`src/rtl/pta_pkg.sv`:
```
`timescale 1ns / 1ps
// ----------------------------------------------------------------------------
// pta_pkg
// Shared types and constants of the pixel tone adjust unit.
// ----------------------------------------------------------------------------
package pta_pkg;

	localparam int unsigned CH_W   = 8;
	localparam int unsigned OFF_W  = 9;
	localparam int unsigned GRAY_W = 8;
	localparam int unsigned Y16_W  = 24;
	localparam int unsigned CFG_DATA_W = 9;
	localparam int unsigned CFG_IDX_W  = 2;

	// Luma weights 0.299 / 0.587 / 0.114 in units of 2^-16, summing to 2^16
	localparam logic [15:0] LUMA_CR = 16'd19595;
	localparam logic [15:0] LUMA_CG = 16'd38470;
	localparam logic [15:0] LUMA_CB = 16'd7471;

	// Half of 255 * 2^16, the rounding term applied before the shift by 16
	localparam logic [31:0] HALF_SCALE = 32'd8355840;

	typedef enum logic [CFG_IDX_W-1:0] {
		REG_TONE_RED   = 2'd0,
		REG_TONE_GREEN = 2'd1,
		REG_TONE_BLUE  = 2'd2,
		REG_TONE_GRAY  = 2'd3
	} reg_idx_t;

	// Load enables of the four pipeline stages
	typedef struct packed {
		logic s1;
		logic s2;
		logic s3;
		logic s4;
	} stage_en_t;

endpackage

```
`src/rtl/pta_in_if.sv`:
```
`timescale 1ns / 1ps
// ----------------------------------------------------------------------------
// pta_in_if
// Source pixel channel: valid/ready handshake with one RGBA word.
// ----------------------------------------------------------------------------
interface pta_in_if;
	logic                    valid;
	logic                    ready;
	logic [pta_pkg::CH_W-1:0] red_in;
	logic [pta_pkg::CH_W-1:0] green_in;
	logic [pta_pkg::CH_W-1:0] blue_in;
	logic [pta_pkg::CH_W-1:0] alpha_in;

	modport source (output valid, red_in, green_in, blue_in, alpha_in, input ready);
	modport sink (input valid, red_in, green_in, blue_in, alpha_in, output ready);
endinterface

```
`src/rtl/pta_out_if.sv`:
```
`timescale 1ns / 1ps
// ----------------------------------------------------------------------------
// pta_out_if
// Toned pixel channel: valid/ready handshake with one RGBA word.
// ----------------------------------------------------------------------------
interface pta_out_if;
	logic                    valid;
	logic                    ready;
	logic [pta_pkg::CH_W-1:0] red_out;
	logic [pta_pkg::CH_W-1:0] green_out;
	logic [pta_pkg::CH_W-1:0] blue_out;
	logic [pta_pkg::CH_W-1:0] alpha_out;

	modport source (output valid, red_out, green_out, blue_out, alpha_out, input ready);
	modport sink (input valid, red_out, green_out, blue_out, alpha_out, output ready);
endinterface

```
`src/rtl/pixel_tone_adjust_unit.sv`:
```
`timescale 1ns / 1ps
// ----------------------------------------------------------------------------
// pixel_tone_adjust_unit
// RGBA tone adjust: per-channel offset with optional desaturation to luma.
// ----------------------------------------------------------------------------
// Takes one pixel per clock while pix_in.ready is high, through a four-stage
// pipeline: luma, products, rounding and divide by 255, then offset and
// clamp. pix_in.ready drops only when all four stages hold a word and the
// sink is stalling. Tone registers are written through cfg_wr_en/cfg_index/
// cfg_data and must only change while the pipeline is empty; each of the
// four index values selects a tone register. Alpha passes through untouched.
module pixel_tone_adjust_unit (
	input  logic                              clk,
	input  logic                              arst_n,
	input  logic                              cfg_wr_en,
	input  logic [pta_pkg::CFG_IDX_W-1:0]     cfg_index,
	input  logic [pta_pkg::CFG_DATA_W-1:0]    cfg_data,
	pta_in_if.sink                            pix_in,
	pta_out_if.source                         pix_out
);

	logic [pta_pkg::OFF_W-1:0]  tone_red_q;
	logic [pta_pkg::OFF_W-1:0]  tone_green_q;
	logic [pta_pkg::OFF_W-1:0]  tone_blue_q;
	logic [pta_pkg::GRAY_W-1:0] tone_gray_q;

	pta_pkg::stage_en_t en;
	logic v_s1, v_s2, v_s3, v_s4;
	logic [pta_pkg::CH_W-1:0] alpha_s1, alpha_s2, alpha_s3, alpha_s4;
	logic [pta_pkg::CH_W-1:0] red_s1, green_s1, blue_s1;
	logic [pta_pkg::Y16_W-1:0] y16_s1;

	always_ff @(posedge clk or negedge arst_n) begin
		if (!arst_n) begin
			tone_red_q   <= '0;
			tone_green_q <= '0;
			tone_blue_q  <= '0;
			tone_gray_q  <= '0;
		end else if (cfg_wr_en) begin
			case (pta_pkg::reg_idx_t'(cfg_index))
				pta_pkg::REG_TONE_RED:   tone_red_q   <= cfg_data;
				pta_pkg::REG_TONE_GREEN: tone_green_q <= cfg_data;
				pta_pkg::REG_TONE_BLUE:  tone_blue_q  <= cfg_data;
				pta_pkg::REG_TONE_GRAY:  tone_gray_q  <= cfg_data[pta_pkg::GRAY_W-1:0];
				default: ;
			endcase
		end
	end

	// A stage loads when it is empty or its word moves on
	always_comb begin
		en.s4 = !v_s4 || pix_out.ready;
		en.s3 = !v_s3 || en.s4;
		en.s2 = !v_s2 || en.s3;
		en.s1 = !v_s1 || en.s2;
	end

	assign pix_in.ready = en.s1;

	always_ff @(posedge clk or negedge arst_n) begin
		if (!arst_n) begin
			v_s1 <= 1'b0;
			v_s2 <= 1'b0;
			v_s3 <= 1'b0;
			v_s4 <= 1'b0;
		end else begin
			if (en.s1) v_s1 <= pix_in.valid;
			if (en.s2) v_s2 <= v_s1;
			if (en.s3) v_s3 <= v_s2;
			if (en.s4) v_s4 <= v_s3;
		end
	end

	always_ff @(posedge clk) begin
		if (en.s1) alpha_s1 <= pix_in.alpha_in;
		if (en.s2) alpha_s2 <= alpha_s1;
		if (en.s3) alpha_s3 <= alpha_s2;
		if (en.s4) alpha_s4 <= alpha_s3;
	end

	pta_luma u_luma (
		.clk      (clk),
		.en       (en),
		.red      (pix_in.red_in),
		.green    (pix_in.green_in),
		.blue     (pix_in.blue_in),
		.red_s1   (red_s1),
		.green_s1 (green_s1),
		.blue_s1  (blue_s1),
		.y16_s1   (y16_s1)
	);

	pta_chan u_chan_red (
		.clk     (clk),
		.en      (en),
		.chan_s1 (red_s1),
		.y16_s1  (y16_s1),
		.gray    (tone_gray_q),
		.offset  (tone_red_q),
		.chan_s4 (pix_out.red_out)
	);

	pta_chan u_chan_green (
		.clk     (clk),
		.en      (en),
		.chan_s1 (green_s1),
		.y16_s1  (y16_s1),
		.gray    (tone_gray_q),
		.offset  (tone_green_q),
		.chan_s4 (pix_out.green_out)
	);

	pta_chan u_chan_blue (
		.clk     (clk),
		.en      (en),
		.chan_s1 (blue_s1),
		.y16_s1  (y16_s1),
		.gray    (tone_gray_q),
		.offset  (tone_blue_q),
		.chan_s4 (pix_out.blue_out)
	);

	assign pix_out.valid     = v_s4;
	assign pix_out.alpha_out = alpha_s4;

`ifndef ASSERT_OFF
	a_fill_from_input: assert property (@(posedge clk) disable iff (!arst_n)
		$rose(v_s1) |-> $past(pix_in.valid && pix_in.ready))
		else $error("stage 1 filled without an accepted input word");

	a_ready_only_full: assert property (@(posedge clk) disable iff (!arst_n)
		!pix_in.ready |-> (v_s1 && v_s2 && v_s3 && v_s4 && !pix_out.ready))
		else $error("input stalled while the pipeline has room");

	a_hold_mid: assert property (@(posedge clk) disable iff (!arst_n)
		(v_s3 && !en.s4) |=> v_s3)
		else $error("stage 3 word dropped while stage 4 stalled");

	a_advance: assert property (@(posedge clk) disable iff (!arst_n)
		(v_s2 && en.s3) |=> v_s3)
		else $error("stage 2 word lost on advance");
`endif

endmodule

```
`src/rtl/pta_luma.sv`:
```
`timescale 1ns / 1ps
// ----------------------------------------------------------------------------
// pta_luma
// Stage 1: capture the color channels and form luma Y in Q16.
// ----------------------------------------------------------------------------
module pta_luma (
	input  logic                        clk,
	input  pta_pkg::stage_en_t          en,
	input  logic [pta_pkg::CH_W-1:0]    red,
	input  logic [pta_pkg::CH_W-1:0]    green,
	input  logic [pta_pkg::CH_W-1:0]    blue,
	output logic [pta_pkg::CH_W-1:0]    red_s1,
	output logic [pta_pkg::CH_W-1:0]    green_s1,
	output logic [pta_pkg::CH_W-1:0]    blue_s1,
	output logic [pta_pkg::Y16_W-1:0]   y16_s1
);

	logic [pta_pkg::Y16_W-1:0] y16;

	// Weights sum to 2^16, so the total stays below 256 * 2^16
	always_comb begin
		y16 = pta_pkg::Y16_W'(pta_pkg::LUMA_CR * {16'd0, red})
			+ pta_pkg::Y16_W'(pta_pkg::LUMA_CG * {16'd0, green})
			+ pta_pkg::Y16_W'(pta_pkg::LUMA_CB * {16'd0, blue});
	end

	always_ff @(posedge clk) begin
		if (en.s1) begin
			red_s1   <= red;
			green_s1 <= green;
			blue_s1  <= blue;
			y16_s1   <= y16;
		end
	end

endmodule

```
`src/rtl/pta_chan.sv`:
```
`timescale 1ns / 1ps
// ----------------------------------------------------------------------------
// pta_chan
// Stages 2 to 4 of one color channel: blend toward luma, round, divide by
// 255, add the offset and clamp.
// ----------------------------------------------------------------------------
module pta_chan (
	input  logic                         clk,
	input  pta_pkg::stage_en_t           en,
	input  logic [pta_pkg::CH_W-1:0]     chan_s1,
	input  logic [pta_pkg::Y16_W-1:0]    y16_s1,
	input  logic [pta_pkg::GRAY_W-1:0]   gray,
	input  logic [pta_pkg::OFF_W-1:0]    offset,
	output logic [pta_pkg::CH_W-1:0]     chan_s4
);

	// stage 2 products
	logic [15:0] pc_s2;
	logic [31:0] py_s2;
	// stage 3 quotient estimate
	logic [16:0] u_s3;
	logic [7:0]  q0_s3;

	logic [31:0] blend;
	logic [16:0] u;
	logic [24:0] prod;
	logic [16:0] q0_ext;
	logic [16:0] rem;
	logic [8:0]  q_fix;
	logic signed [10:0] sum;
	logic [7:0]  res;

	always_ff @(posedge clk) begin
		if (en.s2) begin
			pc_s2 <= {8'd0, chan_s1} * {8'd0, 8'd255 - gray};
			py_s2 <= {8'd0, y16_s1} * {24'd0, gray};
		end
	end

	// u = floor((2N + S) / 2^17) with S = 255 * 2^16; q0 = floor(u*257 / 2^16)
	// lies one below floor(u / 255) at most
	always_comb begin
		blend = {pc_s2, 16'd0} + py_s2;
		u     = 17'((33'(blend) + 33'(pta_pkg::HALF_SCALE)) >> 16);
		prod  = {8'd0, u} + {u, 8'd0};
	end

	always_ff @(posedge clk) begin
		if (en.s3) begin
			u_s3  <= u;
			q0_s3 <= prod[23:16];
		end
	end

	always_comb begin
		q0_ext = {9'd0, q0_s3};
		rem    = u_s3 - ((q0_ext << 8) - q0_ext);
		q_fix  = {1'b0, q0_s3} + {8'd0, (rem >= 17'd255)};
		sum    = $signed({2'b00, q_fix}) + $signed({{2{offset[pta_pkg::OFF_W-1]}}, offset});
		if (sum < 0) begin
			res = 8'd0;
		end else if (sum > 11'sd255) begin
			res = 8'd255;
		end else begin
			res = sum[7:0];
		end
	end

	always_ff @(posedge clk) begin
		if (en.s4) begin
			chan_s4 <= res;
		end
	end

endmodule
```
`src/flat_wrapper.sv`:
```
// flat-port wrapper written by rule: the top's interface ports become plain ports
module pixel_tone_adjust_unit_flat 
  (clk, arst_n, cfg_wr_en, cfg_index, cfg_data, pix_in_valid, pix_in_red_in, pix_in_green_in, pix_in_blue_in, pix_in_alpha_in, pix_in_ready, pix_out_valid, pix_out_red_out, pix_out_green_out, pix_out_blue_out, pix_out_alpha_out, pix_out_ready);
  pta_in_if pix_in_i ();
  pta_out_if pix_out_i ();
  input  logic clk;
  input  logic arst_n;
  input  logic cfg_wr_en;
  input  logic [pta_pkg::CFG_IDX_W-1:0] cfg_index;
  input  logic [pta_pkg::CFG_DATA_W-1:0] cfg_data;
  input wire logic [$bits(pix_in_i.valid)-1:0] pix_in_valid;
  input wire logic [$bits(pix_in_i.red_in)-1:0] pix_in_red_in;
  input wire logic [$bits(pix_in_i.green_in)-1:0] pix_in_green_in;
  input wire logic [$bits(pix_in_i.blue_in)-1:0] pix_in_blue_in;
  input wire logic [$bits(pix_in_i.alpha_in)-1:0] pix_in_alpha_in;
  output wire logic [$bits(pix_in_i.ready)-1:0] pix_in_ready;
  output wire logic [$bits(pix_out_i.valid)-1:0] pix_out_valid;
  output wire logic [$bits(pix_out_i.red_out)-1:0] pix_out_red_out;
  output wire logic [$bits(pix_out_i.green_out)-1:0] pix_out_green_out;
  output wire logic [$bits(pix_out_i.blue_out)-1:0] pix_out_blue_out;
  output wire logic [$bits(pix_out_i.alpha_out)-1:0] pix_out_alpha_out;
  input wire logic [$bits(pix_out_i.ready)-1:0] pix_out_ready;
  assign pix_in_i.valid = pix_in_valid;
  assign pix_in_i.red_in = pix_in_red_in;
  assign pix_in_i.green_in = pix_in_green_in;
  assign pix_in_i.blue_in = pix_in_blue_in;
  assign pix_in_i.alpha_in = pix_in_alpha_in;
  assign pix_in_ready = pix_in_i.ready;
  assign pix_out_valid = pix_out_i.valid;
  assign pix_out_red_out = pix_out_i.red_out;
  assign pix_out_green_out = pix_out_i.green_out;
  assign pix_out_blue_out = pix_out_i.blue_out;
  assign pix_out_alpha_out = pix_out_i.alpha_out;
  assign pix_out_i.ready = pix_out_ready;
  pixel_tone_adjust_unit u_core (.clk(clk), .arst_n(arst_n), .cfg_wr_en(cfg_wr_en), .cfg_index(cfg_index), .cfg_data(cfg_data), .pix_in(pix_in_i), .pix_out(pix_out_i));
endmodule
```
`config.mk`:
```
export PLATFORM = sky130hd
export DESIGN_NAME = pixel_tone_adjust_unit_flat
export DESIGN_NICKNAME = d
export VERILOG_FILES = /design/src/rtl/pta_pkg.sv /design/src/rtl/pta_in_if.sv /design/src/rtl/pta_out_if.sv /design/src/rtl/pixel_tone_adjust_unit.sv /design/src/rtl/pta_luma.sv /design/src/rtl/pta_chan.sv /design/src/flat_wrapper.sv
export SDC_FILE = /design/constraint.sdc
export NUM_CORES = 2
export LEC_CHECK = 0
export BUFFER_PORTS_ARGS = -buffer_cell sky130_fd_sc_hd__buf_2
export CORE_MARGIN = 2
export CORE_UTILIZATION = 60
export DETAILED_ROUTE_END_ITERATION = 16
export PLACE_DENSITY = 0.77
export SYNTH_ARGS = -nofsm -noshare
export SYNTH_HDL_FRONTEND = slang
export SYNTH_SLANG_ARGS = --single-unit
```
`constraint.sdc`:
```
create_clock -name clk -period 8 [get_ports clk]
set_clock_uncertainty 0.1 [all_clocks]
set_input_delay 0.4 -clock clk [delete_from_list [all_inputs] [get_ports clk]]
set_output_delay 0.4 -clock clk [all_outputs]
set_load 0.02 [all_outputs]
```
# Yosys cells after proc, flatten, opt, wreduce, memory -nomap -nowiden
# Cells that the tools add are included.
[op_classes] n_addsub=24 multipliers=7 order_cmp=9 n_eq_ne=3 muxes=3 reduce_logical=13
[op_table] cell="32-bit by 23-bit adder with 33-bit output (second input constant)" n=3
[op_table] cell="32-bit adder" n=3
[op_table] cell="17-bit by 24-bit adder with 24-bit output" n=3
[op_table] cell="17-bit by 8-bit >= comparator with 1-bit output (second input constant)" n=3
[op_table] cell="16-bit by 8-bit subtractor with 17-bit output" n=3
[op_table] cell="17-bit subtractor" n=3
[op_table] cell="8-bit by 8-bit multiplier with 16-bit output" n=3
[op_table] cell="15-bit by 8-bit multiplier with 23-bit output (first input constant)" n=2
[op_table] cell="10-bit by 9-bit adder with 11-bit output" n=3
[op_table] cell="11-bit by 9-bit greater-than comparator with 1-bit output (second input constant)" n=3
[op_table] cell="11-bit by 1-bit < comparator with 1-bit output (second input constant)" n=3
[op_table] cell="24-bit by 8-bit multiplier with 32-bit output" n=1
[op_table] cell="8-bit by 1-bit adder with 9-bit output" n=3
[op_table] cell="23-bit by 24-bit adder with 24-bit output" n=1
[op_table] cell="24-bit by 21-bit adder with 24-bit output" n=1
[op_table] cell="8-bit 2-to-1 mux" n=3
[op_table] cell="13-bit by 8-bit multiplier with 21-bit output (first input constant)" n=1
[op_table] cell="2-bit AND reduction" n=4
[op_table] cell="8-bit subtractor (first input constant)" n=1
[op_table] cell="2-bit == test (second input constant)" n=2
[op_table] cell="1-bit zero test" n=4
[op_table] cell="1-bit logical OR" n=4
[op_table] cell="2-bit by 1-bit == test with 1-bit output (second input constant)" n=1
[op_table] cell="2-bit zero test" n=1
[totals] regBits=298 inputBits=48 output_inout_bits=34 word_cells=88

# Logic depth before layout (Yosys ltp)
[depth] word_depth=7 depth_mapped=29 ltp_nobuf=29

# Hierarchy
# Synthesis repeated with hierarchy kept, for this count alone.
[hier_totals] cells_unflattened=4850 area_unflattened_um2=47789.6
[by_module_without_submodules] mod="pta_chan (u_core.u_chan_green)" instances=1 cells_per_inst=1331 area_per_inst_um2=12502.0 seq_area_each_um2=1981.9
[by_module_without_submodules] mod="pta_chan (u_core.u_chan_blue)" instances=1 cells_per_inst=1318 area_per_inst_um2=12462.0 seq_area_each_um2=1981.9
[by_module_without_submodules] mod="pta_chan (u_core.u_chan_red)" instances=1 cells_per_inst=1330 area_per_inst_um2=12438.2 seq_area_each_um2=1981.9
[by_module_without_submodules] mod="pta_luma" instances=1 cells_per_inst=751 area_per_inst_um2=7942.6 seq_area_each_um2=1441.4
[by_module_without_submodules] mod="pixel_tone_adjust_unit" instances=1 cells_per_inst=120 area_per_inst_um2=2444.8 seq_area_each_um2=1936.9

# Worst setup path before layout
# OpenSTA, ideal clock, no wires.
[synth_path] kind="input-to-reg" from="input port pix_in_green_in[5]" to="register u_core.u_luma.y16_s1[23] in the netlist's numbering, data pin" setup_time_ps=262 arrival_time_ps=6682 required_ps=7638 path_slack_ps=955 path_stages=27 n_path_buf=0 path_cell_list="ha_1 > inv_1 > fa_1 > fa_1 > inv_1 > ha_1 > and3b_1 > o21a_1 > o21ai_0 > a21oi_1 > o21ai_0 > nand2b_1 > a21oi_1 > xnor2_1 > fa_1 > fa_1 > fa_1 > fa_1 > ha_1 > o21a_1 > o21ai_0 > inv_1 > nand4_1 > a31oi_1 > a211oi_1 > a21oi_1 > xor2_1"
[synth_via] elab_chain_len=3
[synth_rtl] element="start, declared" line_no="flat_wrapper.sv:13" text="input wire logic [$bits(pix_in_i.green_in)-1:0] pix_in_green_in;"
[synth_rtl] element="15-bit by 8-bit multiplier with 23-bit output" line_no="pta_luma.sv:23" text="+ pta_pkg::Y16_W'(pta_pkg::LUMA_CG * {16'd0, green})"
[synth_rtl] element="23-bit by 24-bit adder with 24-bit output" line_no="pta_luma.sv:23"
[synth_rtl] element="24-bit by 21-bit adder with 24-bit output" line_no="pta_luma.sv:24" text="+ pta_pkg::Y16_W'(pta_pkg::LUMA_CB * {16'd0, blue});"
[synth_rtl] element="net u_core.u_luma.y16 (one bit)" line_no="pta_luma.sv:18" text="logic [pta_pkg::Y16_W-1:0] y16;"
[synth_rtl] element="end signal, assigned" line_no="pta_luma.sv:32" text="y16_s1 <= y16;"
[synth_rtl] element="end, declared" line_no="pta_luma.sv:15" text="output logic [pta_pkg::Y16_W-1:0] y16_s1"
# The timed path passes the listed nets, and every way through them passes these cells.
# A chain may end at the register's enable or synchronous reset.

# Worst setup path after layout
# Same ends and word-level chain as after synthesis.

==> impl_metrics.yaml <==
worst_setup_path:
  critical_path_buf_inv_count: 4
  reg2regPathDepth: 26
  crit_path_max_incr_delay_ns: 0.56
  crit_cells: 28
  slowest_stage: "fa_1"
  arrival_ns: 7.68
  required_ns: 8.18
  timing.rr.start: "u_core.u_chan_blue.q0_s3[2]"
  worstPathMaxFanout: 7
  path_class: "input port to register"
  crit_path_frequent_cell: "fa_1"
  r2r_slack_ns: 0.91
  cp_top_family: "adder cells"
  crit_path_end_kind: "register"
  startpoint_type: "input port"
  r2r_end: "u_core.u_chan_blue.chan_s4[1]"
die:
  die-area_um2: 61500
  rows: 89
  chipWidth_um: 248
  io_pins: 82
  start_util_pct: 60.6
  die_h_um: 248
  design.core.area_um2: 58900
finish:
  ff_latch_area_um2: 8300
  n_antenna_cell: 0
  design_area_um2: 38200
  nets: 4617
  syn_to_final_growth_pct: 7.11
  multi_input_area_um2: 24800
  instances_no_fill: 4485
  fill_cells: 4628
  drive_gt1_share_pct: 6.20
yosys:
  synthesis.area_um2: 35700
  synth_edf_count: 244
  synth_ff_type: "edfxtp_1"
  synth-async-reset-ratio_pct: 13.8
  yosysTopAreaCell: "edfxtp_1"
  synth_nets: 4538
  post_synth_main_area_contributors: "edfxtp_1 21%, fa_1 20%, ha_1 18%"
  synth_common_cells: "625 x inv_1, 520 x ha_1, 364 x fa_1"
  synth_cell_types: 89
  ys_warn_count: 0
  synth_seq_cells: 283
  avgSynthCellArea_um2: 9.90
  yosysSeqAreaShare_pct: 23.3
  netlist.area_leader.share_pct: 20.5
  synth_most_common_cell: "inv_1"
  syn_inst: 3606
clocking:
  post_cts_buffers: 0
  cts-root-buf: "clkbuf_16"
  cts_buffers: 35
  clockBufferDepth: 3
  cts_sinks: 283
  insertion_delay_ns: 0.58
  cts.htree.levels: 2
  clk_pin_slew_ns: 0.06
  tritoncts: "yes"
run_status:
  status: "completed"
timing:
  relSlewSlack_pct: 16.6
  period_needed_ns: 7.50
  hold_viol: 0
  post-route-period-util_pct: 93.7
  tightest_slew_ns: 1.25
  final_max_slew_viol_count: 0
  fmax_mhz: 133
  rsz0062_at_grt: "false"
  setup_viol: 0
  setup_tns_ns: 0
  hold_ws_ns: 0.0285
route:
  drt-total-wl_um: 76500
  drt_first_iter_violations: 1200
  firstDrtPassIters: 5
  wl_per_cell_um: 17.1
  route.detailed.drc: 0
  route.vias.total: 25130
  routed_via_density: 5.60
  ant_nets: 0
worst_hold_path:
  whs_path_depth: 2
  min_from: "cfg_data[8]"
  holdPathEnd: "u_core.tone_blue_q[8]"
  hold_path_class: "input port to register"
global_routing:
  grt_pass1_wl_um: 126000
  grt_max_degree: 85
  antenna_found_initial: 1
  track_usage_pct: 25.8
  overflow: 0
  grt_pass1_vias: 25582
placed_design:
  placed_cell_area_um2: 36900
  gp_congestion: 0.927
  place_hpwl_um: 61400
  place_inst: 4411
  portBuffers: 81
flow_run:
  drv_cap: 0
-- cells by family (layout without fill, tap and decap cells) --
group / Yosys count / count (layout) / share of synthesized area [%]
AO/OA/AOI/OAI: 544 / 544 / 10.0
XOR/XNOR: 228 / 228 / 5.62
adder cells (fa/ha/maj): 884 / 884 / 38.6
buffers and inverters: 689 / 795 / 7.29
flip-flops: 283 / 283 / 23.3
multiplexers: 41 / 41 / 1.28
AND/OR/NAND/NOR: 937 / 937 / 13.9
-- timing repair --
item / in CTS / in global routing
setup endpoints to repair: 0 / 8
hold endpoints to repair: 48 / 0
hold buffers: 10 / 0
resized for setup: 0 / 1
-- metrics by stage --
stage	setup WS [ns]	utilization [%]
2_1_floorplan	0.955	-
3_5_place_dp	-0.0294	62.7
3_3_place_gp	0.226	62.7
5_1_grt	0.116	64.9
6_report	0.505	64.9
4_1_cts	0.546	64.9
-- flip-flops by register name, summed over array words and instances (netlist names), 9 cells and up --
register                   flops
u_core.tone_red_q              9
u_core.tone_green_q            9
u_core.u_chan_green.u_s3      17
u_core.u_chan_blue.pc_s2      16
u_core.u_chan_blue.u_s3       17
u_core.u_chan_green.pc_s2     16
u_core.u_chan_red.u_s3        17
u_core.u_luma.y16_s1          24
u_core.u_chan_red.py_s2       17
u_core.u_chan_red.pc_s2       16
u_core.tone_blue_q             9
-- cell type report --
| cell class | instances | share of cell area, % |
|---|---|---|
| multi-input combinational | 2634 | 64.9 |
| sequential | 283 | 21.7 |
| inverter | 625 | 6.14 |
| clock buffer | 47 | 2.65 |
| tap | 773 | 2.53 |
| timing repair buffer | 106 | 1.62 |
| clock inverter | 17 | 0.452 |
-- worst register-to-register path: stages, from the launching register on --
cell and delay, ns:
edfxtp_1 0.39, inv_1 0.09, ha_1 0.28, inv_1 0.04
ha_1 0.30, a21oi_1 0.23, o21bai_1 0.10, a21oi_1 0.24
o21bai_1 0.12, a2111oi_1 0.70, o31ai_1 0.24, a31o_2 0.28
and3_1 0.17, o2111ai_1 0.29, ha_1 0.24, nand2_1 0.06
nor3_1 0.37, xnor2_1 0.13, ha_1 0.35, inv_1 0.05
o21bai_1 0.14, a21oi_1 0.11, o21ai_0 0.43, mux2_2 0.39
a31o_2 0.21, o32ai_1 0.75, a21o_1 0.15
-- per-layer routing --
layer / routed length [µm] / vias to the layer above / GRT usage (%)
li1: - / 12241 / -
met1: 32300 / 12206 / 32.2
met2: 38000 / 534 / 45.7
met3: 3110 / 149 / 3.09
met4: 3080 / 0 / 9.67
met5: 0 / - / 0
-- cell usage in the layout, fill, tap and decap left out, drive strengths merged, types with 10 or more instances in the layout --
master,count
o31ai,13
o211ai,14
nor2,150
a21oi,157
ha,520
nor4,15
o21a,38
nand4,14
nand2,194
clkbuf,47
fa,364
and3,25
dlygate4sd3,10
and2,88
nor2b,147
or3,17
o21ai,112
a31oi,14
buf,96
inv,629
a21boi,16
mux2,37
or2,14
a211oi,19
dfrtp,39
nand2b,109
nor3b,15
xor2,68
a21o,52
nand3b,11
nor3,75
nand3,43
xnor2,160
edfxtp,244
o21bai,20
-- worst max path at each step --
| stage | start | to | slack [ns] |
|---|---|---|---|
| 6_report | pix_in_green_in[5] | u_core.u_luma.y16_s1[23] | 0.50 |
| 5_1_grt | pix_in_green_in[5] | u_core.u_luma.y16_s1[23] | 0.12 |
| 4_1_cts | pix_in_green_in[5] | u_core.u_luma.y16_s1[23] | 0.55 |
| 3_5_place_dp | pix_in_green_in[5] | u_core.u_luma.y16_s1[23] | -0.03 |
| 3_3_place_gp | pix_in_green_in[5] | u_core.u_luma.y16_s1[23] | 0.23 |
| 2_1_floorplan | pix_in_green_in[5] | u_core.u_luma.y16_s1[23] | 0.96 |
Power is not shown: default switching activity piles up to over one toggle a cycle in this logic, so the estimate is an artifact.
